$ cat config.mk
export PLATFORM = sky130hd
export DESIGN_NAME = tli_div
export DESIGN_NICKNAME = d
export VERILOG_FILES = /design/src/design/tli_div.sv
export VERILOG_INCLUDE_DIRS = /design/src /design/src/design
export SDC_FILE = /design/constraint.sdc
export NUM_CORES = 1
export LEC_CHECK = 0
export ABC_AREA = 0
export BUFFER_PORTS_ARGS = -buffer_cell sky130_fd_sc_hd__buf_2
export CAP_MARGIN = 20
export CORE_ASPECT_RATIO = 2
export CORE_MARGIN = 10
export CORE_UTILIZATION = 50
export CTS_CLUSTER_DIAMETER = 200
export CTS_CLUSTER_SIZE = 30
export DETAILED_ROUTE_END_ITERATION = 8
export HOLD_SLACK_MARGIN = 0.15
export PLACE_DENSITY = 0.79
export RECOVER_POWER = 100
export SETUP_SLACK_MARGIN = 0.2
export SYNTH_ARGS = -nofsm -noshare
export SYNTH_HDL_FRONTEND = slang
export SYNTH_SLANG_ARGS = --single-unit
$ cat constraint.sdc
create_clock -name clk -period 2.5 [get_ports clk]
set_input_delay 0.25 -clock clk [delete_from_list [all_inputs] [get_ports clk]]
set_output_delay 0.25 -clock clk [all_outputs]
set_load 0.03 [all_outputs]
$ cat src/design/assert_macros.svh
// shared assertion macros, clocked on clk with asynchronous active-low arst_n
`ifndef ASSERT_MACROS_SVH
`define ASSERT_MACROS_SVH

// property must hold at every edge outside reset
`define TLI_ASSERT(label, prop) \
	label: assert property (@(posedge clk) disable iff (!arst_n) prop) \
		else $error("assertion failed");

// condition must never be seen outside reset
`define TLI_ASSERT_NEVER(label, expr) \
	label: assert property (@(posedge clk) disable iff (!arst_n) !(expr)) \
		else $error("forbidden condition seen");

`endif

$ cat src/design/tli_div.sv
`default_nettype none

module tli_div #(
	parameter int NW = 43,
	parameter int DW = 24
) (
	input logic clk,
	input logic arst_n,
	input logic start,
	input logic [NW-1:0] dividend,
	input logic [DW-1:0] divisor,
	output logic done,
	output logic [NW-1:0] quotient
);

	`include "assert_macros.svh"

	localparam int CW = $clog2(NW);

	logic run_q;
	logic done_q;
	logic [CW-1:0] cnt_q;
	logic [NW-1:0] quo_q;
	logic [DW-1:0] rem_q;
	logic [DW-1:0] div_q;
	logic [DW:0] trial;
	logic [DW+1:0] diff;
	logic ge;

	// restoring step: one quotient bit per cycle, msb first
	assign trial = {rem_q, quo_q[NW-1]};
	assign diff = {1'b0, trial} - {2'b00, div_q};
	assign ge = !diff[DW+1];

	always_ff @(posedge clk or negedge arst_n) begin
		if (!arst_n) begin
			run_q <= 1'b0;
			done_q <= 1'b0;
			cnt_q <= '0;
		end else begin
			done_q <= run_q && (cnt_q == '0);
			if (start) begin
				run_q <= 1'b1;
				cnt_q <= CW'(NW - 1);
			end else if (run_q) begin
				if (cnt_q == '0) begin
					run_q <= 1'b0;
				end else begin
					cnt_q <= cnt_q - CW'(1);
				end
			end
		end
	end

	// dividend shifts out at the top while quotient bits shift in below
	always_ff @(posedge clk) begin
		if (start) begin
			quo_q <= dividend;
			rem_q <= '0;
			div_q <= divisor;
		end else if (run_q) begin
			quo_q <= {quo_q[NW-2:0], ge};
			rem_q <= ge ? diff[DW-1:0] : trial[DW-1:0];
		end
	end

	assign done = done_q;
	assign quotient = quo_q;

	`TLI_ASSERT(a_div_done_pulse, done_q |=> !done_q)
	`TLI_ASSERT_NEVER(a_div_start_while_run, start && run_q)
	`TLI_ASSERT(a_div_done_after_run, done_q |-> $past(run_q))

endmodule

`default_nettype wire

# After elaboration in Yosys (flattened, before gate mapping)
# Index checks and enable logic that the tools add are counted.
# Widths: inputs -> output; s select.
# classes
addsub	2
n_eq_ne	1
n_mux	9
n_reduce_logical	5
# ops
op	n
$mux 43	2
$sub 25x24->26	1
$mux 24	1
$mux 6	3
$logic_not 6->1	1
$sub 6x1->6 const B	1
$mux 1	3
$ne 2x2->1 const B	1
$reduce_and 2->1	1
$reduce_bool 2->1	1
$logic_and 1x1->1	1
$logic_not 1->1	1
# word_totals
ff_bits	99
input_bits	70
wordCells	23

# Logic depth before layout (Yosys ltp)
# logic_depth
depth_word	4
mapped_depth	12
mapped_depth_nobuf	11

# Least setup slack after synthesis
# Ideal clock, no wire load.
# synth_timing
path_type	flip-flop to flip-flop
startpoint	register quo_q[42] (netlist: quotient[42])
endpoint	register rem_q[20]
arrival_time_ns	2.606
required_ns	2.414
setup_slack_ns	-0.191
path_stages_with_launch	12
cell_sequence	edfxtp_1 > inv_1 > ha_1 > fa_1 > nor2b_1 > o31a_2 > o2111a_1 > o2111ai_2 > a311oi_1 > xor2_1 > mux2i_1 > a211oi_1
# synth_between
elab_chain_len	2
# synth_lines
element	line_no	text
start, declared	tli_div.sv:23	logic [NW-1:0] quo_q;
start signal, assigned	tli_div.sv:58	quo_q <= dividend;
start signal, assigned	tli_div.sv:62	quo_q <= {quo_q[NW-2:0], ge};
$sub 25x24->26	tli_div.sv:32	assign diff = {1'b0, trial} - {2'b00, div_q};
$mux 24	tli_div.sv:63	rem_q <= ge ? diff[DW-1:0] : trial[DW-1:0];
end signal, assigned	tli_div.sv:63	
end, declared	tli_div.sv:24	logic [DW-1:0] rem_q;
# No other way between the ends.
# A chain may end at the register's enable or synchronous reset.

# Worst setup path in the final report
# Ends and elaborated chain as after synthesis.

==> metrics.txt <==
RSZ-0062 raised after global routing true; async set or reset register ratio after synthesis 8.08%; antenna violations before repair 0; EDFF count, synth 67; IO buf count 113; Post-Place Cells 752; Congestion Overflow GR 0; flop2flop setup slack -0.15 ns; DRC 0; starting density of the core 51.2%; die area 15,600 um^2; fmax 378 MHz; count of cell types in the netlist 66; chip width 93.5 um; VDD IR max 0.000622 V; CP required 2.78 ns; core area 10,500 um^2; hold crit path type in -> reg; Final period util 106%; FILL cells 704; crit-path max FO 3; mux cell area share after synthesis 11.6%; GRT Total Usage 19.4%; Finished Layout Cells 808; ratio of cells with drive above 1 in the final layout 39.5%; row count 53; post-route setup TNS -0.436 ns; worst r2r src quotient[42]; worst clock skew 0.00792 ns; Worst-Skew Late Latency 0.35 ns; area of the multi-input gates 2990 um^2; hold path startpoint dividend[31]; Max Cap Viol 0; Slew Viols, Final 0; Via density 5.75; routability cong. 0.912; first-pass GRT wire length 24,300 um; DPL Wire Length 10,800 um; clk slew on worst S/H paths 0.08 ns; Synth-to-Final Area Change 39.4%; largest family of logic cells by synthesized area compound AO/OA/AOI/OAI gates; via count 4,649; root cell of the clock tree clkbuf_16; final WL 15,600 um; Yosys reg bits 99; Die Y 167 um; dominant synthesized flop cell edfxtp_1; tightest slew margin relative to the limit 16.3%; Clock Sinks 99; largest net degree at the start of global routing 47; fin nets 763; adder-cell share of the synthesized area 6.39%; Register Area 2690 um^2; CTS tree built; RR Endpoint rem_q[20]; post-synthesis simple-gate area fraction 10.5%; Worst Tran Pin Value 1.26 ns; Hold Path End quotient[31]; worst path arrival time 2.92 ns; cell depth of the worst flop-to-flop path 11; hold path depth 2; Final ANT Viol Nets 0; Detailed Route Iter0 Violations 359; number of global-route vias before repair 5,113; Initial DRT Pass Iterations 5; Cell Pwr Density 1030 nW/um^2; Cells after Synth 482; Area after DPL 6400 um^2; Seq/Total Area, Yosys 49.8%; WS Path Type reg -> reg; Max Root-Sink Buffers 2; Period minus WS final 2.65 ns; I/O pins 114; fin util 71.4%; Synth warnings 0; drt wl/cell 19.3 um; Inserted Diodes 0; CTS buffer count 9; failing checks setup timing; post-synthesis compound-gate area fraction 13.9%; Finished Cell Area 7530 um^2; Startpoint Class flop; Leak 3.15 nW; Synth Area per Inst 11.2 um^2; XOR/XNOR share of the synthesized area 3.24%; Mapped Nets 579; Worst setup EP type flop; Final Worst Setup Slack -0.148 ns; H-tree Lvls 3; Tot Pwr 7.78 mW; synthesized area 5400 um^2; final-report setup violation count 6; Hold Fails Final Rpt 0; status complete, but fails checks
layout make-up:
| class | instances | area share (%) |
|---|---|---|
| inverter | 35 | 1.74 |
| multi-input combinational | 324 | 39.7 |
| clock buffer | 9 | 2.99 |
| sequential | 99 | 35.8 |
| tap | 137 | 2.28 |
| clock inverter | 7 | 0.964 |
| timing repair buffer | 197 | 16.6 |
flip-flops by register name (all words and copies together) (netlist names):
name and count:
cnt_q 6, div_q 24, rem_q 24, done 1, quotient 43, run_q 1
cells in the mapped netlist, types with 10 or more instances:
| cell type | n | share of area (%) |
|---|---|---|
| xnor2_1 | 12 | 1.9 |
| dfxtp_1 | 24 | 8.9 |
| clkbuf_1 | 13 | 0.90 |
| mux2i_1 | 14 | 2.6 |
| o21ai_0 | 10 | 0.93 |
| a21oi_1 | 27 | 2.5 |
| ha_1 | 26 | 6.0 |
| mux2_2 | 42 | 8.8 |
| inv_1 | 32 | 2.2 |
| nor2_1 | 42 | 2.9 |
| nand2_1 | 24 | 1.7 |
| a211oi_1 | 15 | 2.1 |
| edfxtp_1 | 67 | 37 |
worst max path at each step:
stage	endpoint	startpoint	slack [ns]	cells after the start
floorplan	rem_q[22]	quotient[42]	-0.10	11
global placement	rem_q[16]	div_q[7]	-0.03	11
detailed placement	rem_q[5]	div_q[1]	-0.13	11
CTS	rem_q[20]	quotient[42]	-0.07	11
global route	rem_q[20]	quotient[42]	-0.25	11
finish	rem_q[20]	quotient[42]	-0.15	11
layout by cell type (no fill, tap or decap), drive strengths merged, types with 10 or more instances in the layout:
master and count:
nand3 10, xnor2 12, nor2 44, a21oi 28
dfxtp 24, dlygate4sd3 25, buf 124, clkbuf 57
mux2i 14, mux2 43, nand2 24, inv 34
o21ai 16, edfxtp 67, ha 26, a211oi 16
metal layers:
metal | part of all wire, % | GRT usage, % | vias to the layer above | wire length, um
li1 | - | - | 2150 | -
met1 | 35 | 18.7 | 2260 | 5410
met2 | 54 | 34.5 | 195 | 8460
met3 | 7.5 | 6.75 | 44 | 1170
met4 | 3.7 | 10.1 | 0 | 581
met5 | 0 | 0 | - | 0
per-stage QoR:
| step | worst slack (ns) | hold WS [ns] |
|---|---|---|
| after floorplan | -0.104 | -0.0456 |
| after global placement | -0.0251 | 0.0969 |
| after detailed placement | -0.129 | 0.100 |
| after CTS | -0.0726 | 0.185 |
| after global routing | -0.246 | 0.190 |
| final | -0.148 | 0.194 |
cells by family after synthesis:
group | Yosys count
muxes | 57
DFF | 99
AOI/OAI and AO/OA | 104
xor gates and xnor gates | 20
and+or+nand+nor | 116
buffers and inverters | 59
adders and majority gates | 27
worst max-delay path, stage by stage (launching register included):
cell	delay [ns]
edfxtp_1	0.35
inv_1	0.05
ha_2	0.19
fa_2	0.39
nor2b_2	0.13
o31a_2	0.19
o2111a_2	0.24
o2111ai_4	0.16
a311oi_2	0.40
xor2_1	0.19
mux2i_1	0.09
a211oi_1	0.20
timing repair:
action	CTS	global route
buffers inserted	9	6
endpoints found under the setup margin	24	25
hold buffers	25	0
gates resized for setup	32	66
hold endpoints to repair	32	0
pin swaps	17	21
power by group:
group	internal (mW)	switching [mW]
registers	2.06	0.263
logic	1.98	2.09
clock network	0.704	0.689
(Power assumes the default switching activity.)
