==> src/design/assert_macros.svh <==
// shared assertion macros, clocked on clk with asynchronous active-low arst_n
`ifndef ASSERT_MACROS_SVH
`define ASSERT_MACROS_SVH

// property must hold at every edge outside reset
`define TLI_ASSERT(label, prop) \
	label: assert property (@(posedge clk) disable iff (!arst_n) prop) \
		else $error("assertion failed");

// condition must never be seen outside reset
`define TLI_ASSERT_NEVER(label, expr) \
	label: assert property (@(posedge clk) disable iff (!arst_n) !(expr)) \
		else $error("forbidden condition seen");

`endif

==> src/design/tli_ram.sv <==
`default_nettype none

module tli_ram #(
	parameter int WIDTH = 8,
	parameter int DEPTH = 16,
	localparam int AW = $clog2(DEPTH)
) (
	input logic clk,
	input logic we,
	input logic [AW-1:0] waddr,
	input logic [WIDTH-1:0] wdata,
	input logic [AW-1:0] raddr,
	output logic [WIDTH-1:0] rdata
);

	logic [WIDTH-1:0] mem_q [DEPTH];
	logic [WIDTH-1:0] rdata_q;

	always_ff @(posedge clk) begin
		if (we) begin
			mem_q[waddr] <= wdata;
		end
		rdata_q <= mem_q[raddr];
	end

	assign rdata = rdata_q;

endmodule

`default_nettype wire

==> config.mk <==
export PLATFORM = sky130hd
export DESIGN_NAME = tli_ram
export DESIGN_NICKNAME = d
export VERILOG_FILES = /design/src/design/assert_macros.svh /design/src/design/tli_ram.sv
export SDC_FILE = /design/constraint.sdc
export NUM_CORES = 1
export LEC_CHECK = 0
export BUFFER_PORTS_ARGS = -buffer_cell sky130_fd_sc_hd__buf_4
export CORE_MARGIN = 5
export CORE_UTILIZATION = 45
export CTS_BUF_LIST = sky130_fd_sc_hd__clkbuf_8
export CTS_CLUSTER_DIAMETER = 80
export CTS_CLUSTER_SIZE = 40
export DETAILED_ROUTE_END_ITERATION = 16
export PLACE_DENSITY_LB_ADDON = 0.3
export SLEW_MARGIN = 20
export SYNTH_ARGS = -nofsm -noshare
export SYNTH_HDL_FRONTEND = slang
export SYNTH_SLANG_ARGS = --single-unit
==> constraint.sdc <==
create_clock -name clk -period 1.6 [get_ports clk]
set_input_delay 0.24 -clock clk [delete_from_list [all_inputs] [get_ports clk]]
set_output_delay 0.24 -clock clk [all_outputs]
set_load 0.01 [all_outputs]
Word-level counts from Yosys, hierarchy flattened:

Memories as Yosys holds them, arrays and structs flattened. A register that Yosys moved wholly into a read port is not among the register bits.
Index checks and enable logic that the tools add are counted.

* register bits after elaboration: 0
* memories: 1
* output and inout port bits: 8
* input port bits: 18
* logic and storage cells: 3
* RAM bits: 128

* mux-type cells: 2

Memories
* mem_q: words 16, bits a word 8, read ports 1, clocked after Yosys merged registers in 1, write ports 1, RTL line tli_ram.sv:16 `logic [WIDTH-1:0] mem_q [DEPTH];`

Operators by type and width (number)
* 1-bit 2-to-1 mux: 2

Logic depth before layout (Yosys ltp):

Gate-level depths: netlist (run 1).

* depth after elaboration: 2
* mapped depth: 5
* depth with buffers taken out: 3

Least setup slack after synthesis (run 1):

OpenSTA, ideal clock, no wires.

* path kind: input-to-reg
* start point: in waddr[2]
* end point: mem mem_q[0][0], enable pin
* setup slack: -133 ps
* stages on the path: 2
* library setup time: 383 ps
* arrival time: 1350 ps
* required time: 1217 ps
* path buffers: 0
* cell sequence: or3b_2 nor3_1

RTL lines
* start, declared: RTL line tli_ram.sv:10 `input logic [AW-1:0] waddr,`
* end, declared: RTL line tli_ram.sv:16

No word-level cell before the write port.

==> flow_metrics.env, run 1 <==
export IMPL_outcome="completed"
export IMPL_ant_nets=0
export IMPL_synth_nets=247
export IMPL_htree_num_levels=4
export IMPL_end_kind="flip-flop"
export IMPL_max_freq_mhz=711.1
export IMPL_fp_dieW_um=117.0
export IMPL_rsz0062_at_grt="no"
export IMPL_critPathKind="flip-flop to flip-flop"
export IMPL_ys_types=19
export IMPL_crit_start="mem_q[1][0]$_DFFE_PP_"
export IMPL_antenna_found_initial=0
export IMPL_synth_area_leaders="edfxtp_1, mux4_2, mux4_1"
export IMPL_synth_edf_count=128
export IMPL_core_area_um2=11320
export IMPL_cp_depth=3
export IMPL_syn_inst=229
export IMPL_cts_sinks=136
export IMPL_place_congestion=0.7597
export IMPL_post_route_drc_count=0
export IMPL_wl_per_cell_um=21.87
export IMPL_grt_use_total=0.1604
export IMPL_grt_pass1_wl_um=15210
export IMPL_routed_wl_um=9953
export IMPL_ys_seq_elements=136
export IMPL_timing_hold_ws_ns=0.1256
export IMPL_setup_viol=0
export IMPL_synth_top_cell_area_share=0.7467
export IMPL_tritoncts="done"
export IMPL_reg2reg_depth=3
export IMPL_yosys_area_top_type="edfxtp_1"
export IMPL_netlist_top_cells_count="edfxtp_1, mux4_2, a22oi_1"
export IMPL_vias_per_cell=5.415
export IMPL_die_area_um2=13680
export IMPL_finalNonFillerCells=455
export IMPL_worst_pin_slew_ns=0.4312
export IMPL_drive_above_1_share=0.3558
export IMPL_drtIter0Drc=161
export IMPL_hold_class="input port to flip-flop"
export IMPL_area_growth_pct=19.47
export IMPL_grt_overflow_total=0
export IMPL_crit_end="rdata[0]$_DFF_P_"
export IMPL_path_clk_slew_ns=0.08
export IMPL_dpl_hpwl_um=6613
export IMPL_antennaDiodeCount=0
export IMPL_drv_slew=0
export IMPL_io_buffers=25
export IMPL_dp_cells=423
export IMPL_post_route_period_util=0.8790
export IMPL_clk_latency_ns=0.42
export IMPL_grt_max_degree=17
export IMPL_hold_buffers=0
export IMPL_cpMaxStageDelayCell="mux4_1"
export IMPL_fin_skew_ns=0.009180
export IMPL_synth_ff_type="edfxtp_1"
export IMPL_leakage_nw=2.125
export IMPL_cts_buffers=17
export IMPL_finalHoldViolCount=0
export IMPL_syn_area_um2=5147
export IMPL_fill_cells=888
export IMPL_synthArstFlopShare=0
export IMPL_fp_dieH_um=117.0
export IMPL_fin_nets=317
export IMPL_worst_path_max_fanout=1
export IMPL_critical_path_top_delay_family="multiplexers"
export IMPL_cp_arrival_ns=1.72
export IMPL_fp_row_count=39
export IMPL_r2r_start="mem_q[1][0]$_DFFE_PP_"
export IMPL_yosys_warnings=0
export IMPL_startpoint_type="flip-flop"
export IMPL_post_cts_buffers=0
export IMPL_routed_via_count=2464
export IMPL_firstDrtPassIters=4
export IMPL_start_util=0.4547
export IMPL_r2r_end="rdata[0]$_DFF_P_"
export IMPL_crit_path_max_incr_delay_ns=0.51
export IMPL_peakVddDrop_v=0.0006320
export IMPL_path_buf_inv=0
export IMPL_worstPathCellList="mux4_1 > a22oi_1 > nand2_1"
export IMPL_pin_count=26
export IMPL_grt_pass1_vias=2515
export IMPL_root_buffer="clkbuf_8"
export IMPL_pwr_density_cell_nw_per_um2=1195
export IMPL_yosysSeqAreaShare=0.7778
export IMPL_syn_area_per_cell_um2=22.48
export IMPL_yosysMostFrequentCell="edfxtp_1"
export IMPL_slew_limit_headroom=0.7126
export IMPL_cp_data_required_time_ns=1.91
export IMPL_r2r_slack_ns=0.19
export IMPL_cts_buffer_depth=2
export IMPL_maxCapViolCount=0
export IMPL_min_period_ns=1.406
export IMPL_ctsResizeCount=0
worst reg2reg max path, delay by kind of cell (launching register included):
family | cells | cell delay (ns)
and+or+nand+nor | 1 | 0.09
DFF | 1 | 0.37
AOI/OAI and AO/OA | 1 | 0.33
muxes | 1 | 0.51
layout by cell type (no fill, tap or decap), types with 2 or more instances in the layout:
cell and n:
edfxtp_1 128, buf_4 59, mux4_2 18, clkbuf_8 17, a22oi_1 16, mux4_1 14
nor2_1 13, nand2_1 9, dfxtp_1 8, bufinv_16 4, clkinv_2 4, nor3_1 3
clkinvlp_4 3, nand3b_1 2, nand2b_1 2, clkinv_4 2, inv_1 2, buf_12 2
final cells by class:
cell class	count	area [um^2]	area share
clock buffers	17	234.0	0.03805
multi-input cells	83	1062	0.1727
repair buffers	61	483.0	0.07854
flip-flops and latches	136	4004	0.6511
well taps	143	178.9	0.02909
clock inverters	15	187.7	0.03052
layer usage:
metal  routed length [um]  track usage
met1                 4388       0.2225
met2                 4809       0.2488
met3                  656      0.04165
met4                   98      0.05810
met5                    0            0
registers in the layout, indices dropped and copies added, names as in the netlist:
| name | count |
|---|---|
| mem_q | 128 |
| rdata | 8 |
worst min-delay path by stage:
stage | from | end | cells past startpoint
2_1_floorplan | wdata[0] | mem_q[0][0]$_DFFE_PP_ | 0
6_report | wdata[2] | mem_q[14][2]$_DFFE_PP_ | 1
3_3_place_gp | wdata[5] | mem_q[4][5]$_DFFE_PP_ | 1
4_1_cts | wdata[5] | mem_q[1][5]$_DFFE_PP_ | 1
3_5_place_dp | wdata[5] | mem_q[4][5]$_DFFE_PP_ | 1
5_1_grt | wdata[5] | mem_q[0][5]$_DFFE_PP_ | 1
kinds of logic (layout without fill, tap and decap cells):
| family | count (synthesis) | in the layout | synth area share |
|---|---|---|---|
| flops | 136 | 136 | 0.7778 |
| simple gates | 35 | 35 | 0.03184 |
| mux | 32 | 32 | 0.1502 |
| compound gates | 16 | 16 | 0.02334 |
| buf+inv | 10 | 93 | 0.01677 |
stage by stage:
stage | area [um^2] | total power, mW | setup TNS (ns) | utilization | setup WS, ns
after floorplan | 5152 | 4.288 | 0 | - | 0.09385
after global placement | 5728 | 4.509 | -0.2934 | 0.5060 | -0.09192
after detailed placement | 5728 | 4.518 | -0.3428 | 0.5060 | -0.09357
after CTS | 6150 | 7.405 | 0 | 0.5432 | 0.1980
after global routing | 6150 | 7.628 | 0 | 0.5432 | 0.09676
final | 6150 | 7.351 | 0 | 0.5432 | 0.1936
report_power, final:
part | switching [mW] | total, mW | internal [mW]
combinational | 0.219 | 0.424 | 0.206
clock | 1.24 | 2.92 | 1.68
sequential | 0.0283 | 4.01 | 3.98
total | 1.49 | 7.35 | 5.86
Power figures use the tool's default switching activity.
==> run 2: changes to the inputs <==
- PLACE_DENSITY: not set -> 0.75
- PLACE_DENSITY_LB_ADDON: 0.3 -> not set
==> run 2 against run 1 <==
Against the previous run:
- fmax grew 5.1%
- routed wire length fell by 8.0%
- worst hold slack got worse by 0.0042 ns
- non-clock buffer count is 13 lower
- design area fell by 0.61%
- flip-flop and latch count did not move
- clock skew about the same
- total power up 2.8%
- sequential power about the same
- critical path depth unchanged
==> flow_metrics.env, run 2 (synthesis results as in run 1) <==
export IMPL_crit_path_max_incr_delay_ns=0.48
export IMPL_area_growth_pct=18.74
export IMPL_cts_buffers=17
export IMPL_drive_above_1_share=0.3311
export IMPL_layout_common_cells="edfxtp_1, buf_4, mux4_2"
export IMPL_r2r_slack_ns=0.26
export IMPL_outcome="completed"
export IMPL_path_buf_inv=0
export IMPL_root_buffer="clkbuf_8"
export IMPL_vias_per_cell=5.443
export IMPL_grt_max_degree=21
export IMPL_core_area_um2=11320
export IMPL_io_buffers=25
export IMPL_cts_buffer_depth=2
export IMPL_dp_cells=410
export IMPL_ctsResizeCount=0
export IMPL_place_congestion=0.7124
export IMPL_dpl_hpwl_um=6173
export IMPL_fp_dieW_um=117.0
export IMPL_worstPathCellList="mux4_2 > a22oi_1 > nand2_1"
export IMPL_fp_row_count=39
export IMPL_largest_reg_flops=128
export IMPL_setup_tns_ns=0
export IMPL_pwr_density_cell_nw_per_um2=1237
export IMPL_maxCapViolCount=0
export IMPL_firstDrtPassIters=5
export IMPL_wl_per_cell_um=20.71
export IMPL_clk_latency_ns=0.42
export IMPL_startpoint_type="flip-flop"
export IMPL_finalNonFillerCells=442
export IMPL_finalPower_mw=7.560
export IMPL_path_clk_slew_ns=0.08
export IMPL_critical_path_top_delay_family="multiplexers"
export IMPL_timing_hold_ws_ns=0.1214
export IMPL_dp_slack_ns=-0.002438
export IMPL_rsz0062_at_grt="no"
export IMPL_worst_path_max_fanout=1
export IMPL_antenna_found_initial=0
export IMPL_hold_class="input port to flip-flop"
export IMPL_final_common_cell="edfxtp_1"
export IMPL_setup_ws_ns=0.2618
export IMPL_grt_use_total=0.1511
export IMPL_fin_skew_ns=0.009463
export IMPL_fin_nets=304
export IMPL_cts_sinks=136
export IMPL_cp_arrival_ns=1.64
export IMPL_grt_pass1_wl_um=14650
export IMPL_min_period_ns=1.338
export IMPL_grt_overflow_total=0
export IMPL_regMostFlops="mem_q"
export IMPL_worst_pin_slew_ns=0.7307
export IMPL_antennaDiodeCount=0
export IMPL_ant_nets=0
export IMPL_grt_pass1_vias=2623
export IMPL_peakVddDrop_v=0.0006670
export IMPL_post_route_period_util=0.8364
export IMPL_fp_dieH_um=117.0
export IMPL_die_area_um2=13680
export IMPL_routed_via_count=2406
export IMPL_pin_count=26
export IMPL_hold_buffers=0
export IMPL_htree_num_levels=4
export IMPL_tritoncts="done"
export IMPL_critPathKind="flip-flop to flip-flop"
export IMPL_routed_wl_um=9154
export IMPL_end_kind="flip-flop"
export IMPL_max_freq_mhz=747.3
export IMPL_setup_viol=0
export IMPL_leakage_nw=2.078
export IMPL_drv_slew=0
export IMPL_finalHoldViolCount=0
export IMPL_post_cts_buffers=0
export IMPL_slew_limit_headroom=0.5118
export IMPL_start_util=0.4547
export IMPL_drtIter0Drc=222
export IMPL_post_route_drc_count=0
export IMPL_cp_data_required_time_ns=1.90
export IMPL_cpMaxStageDelayCell="mux4_2"
export IMPL_fill_cells=861
run 2: layer usage:
layer / share of wire / vias to the layer above / global-route usage
li1: - / 1089 / -
met3: 0.066 / 7 / 0.04319
met4: 0.0093 / 0 / 0.04740
met5: 0 / - / 0
met1: 0.42 / 1231 / 0.2021
met2: 0.51 / 79 / 0.2427
run 2: metrics by stage:
stage,cell area (um^2),util
floorplan,5152,-
global placement,5655,0.4996
detailed placement,5655,0.4996
CTS,6112,0.5399
global route,6112,0.5399
finish,6112,0.5399
run 2: cell type report:
cell class                      count  area, um^2  area share
Clock buffer                       17       234.0     0.03828
Clock inverter                     15       222.7     0.03644
Multi-Input combinational cell     83        1062      0.1738
Sequential cell                   136        4004      0.6551
Timing Repair Buffer               48       410.4     0.06714
Tap cell                          143       178.9     0.02927
run 2: worst register-to-register path, stage by stage, from the launching register on:
cell	delay [ns]
edfxtp_1	0.37
mux4_2	0.48
a22oi_1	0.29
nand2_1	0.08
run 2: final timing paths:
check                                             from                      to  depth (start not counted)
worst max-delay path            mem_q[11][7]$_DFFE_PP_        rdata[7]$_DFF_P_                          3
worst min-delay path                          wdata[0]  mem_q[10][0]$_DFFE_PP_                          1
worst max register to register  mem_q[11][7]$_DFFE_PP_        rdata[7]$_DFF_P_                          3
worst min register to register   mem_q[4][2]$_DFFE_PP_        rdata[2]$_DFF_P_                          3
run 2: power by group:
part	total (mW)	switching (mW)	internal, mW
Sequential	4.00	0.0270	3.98
Clock	3.15	1.29	1.86
Combinational	0.406	0.208	0.198
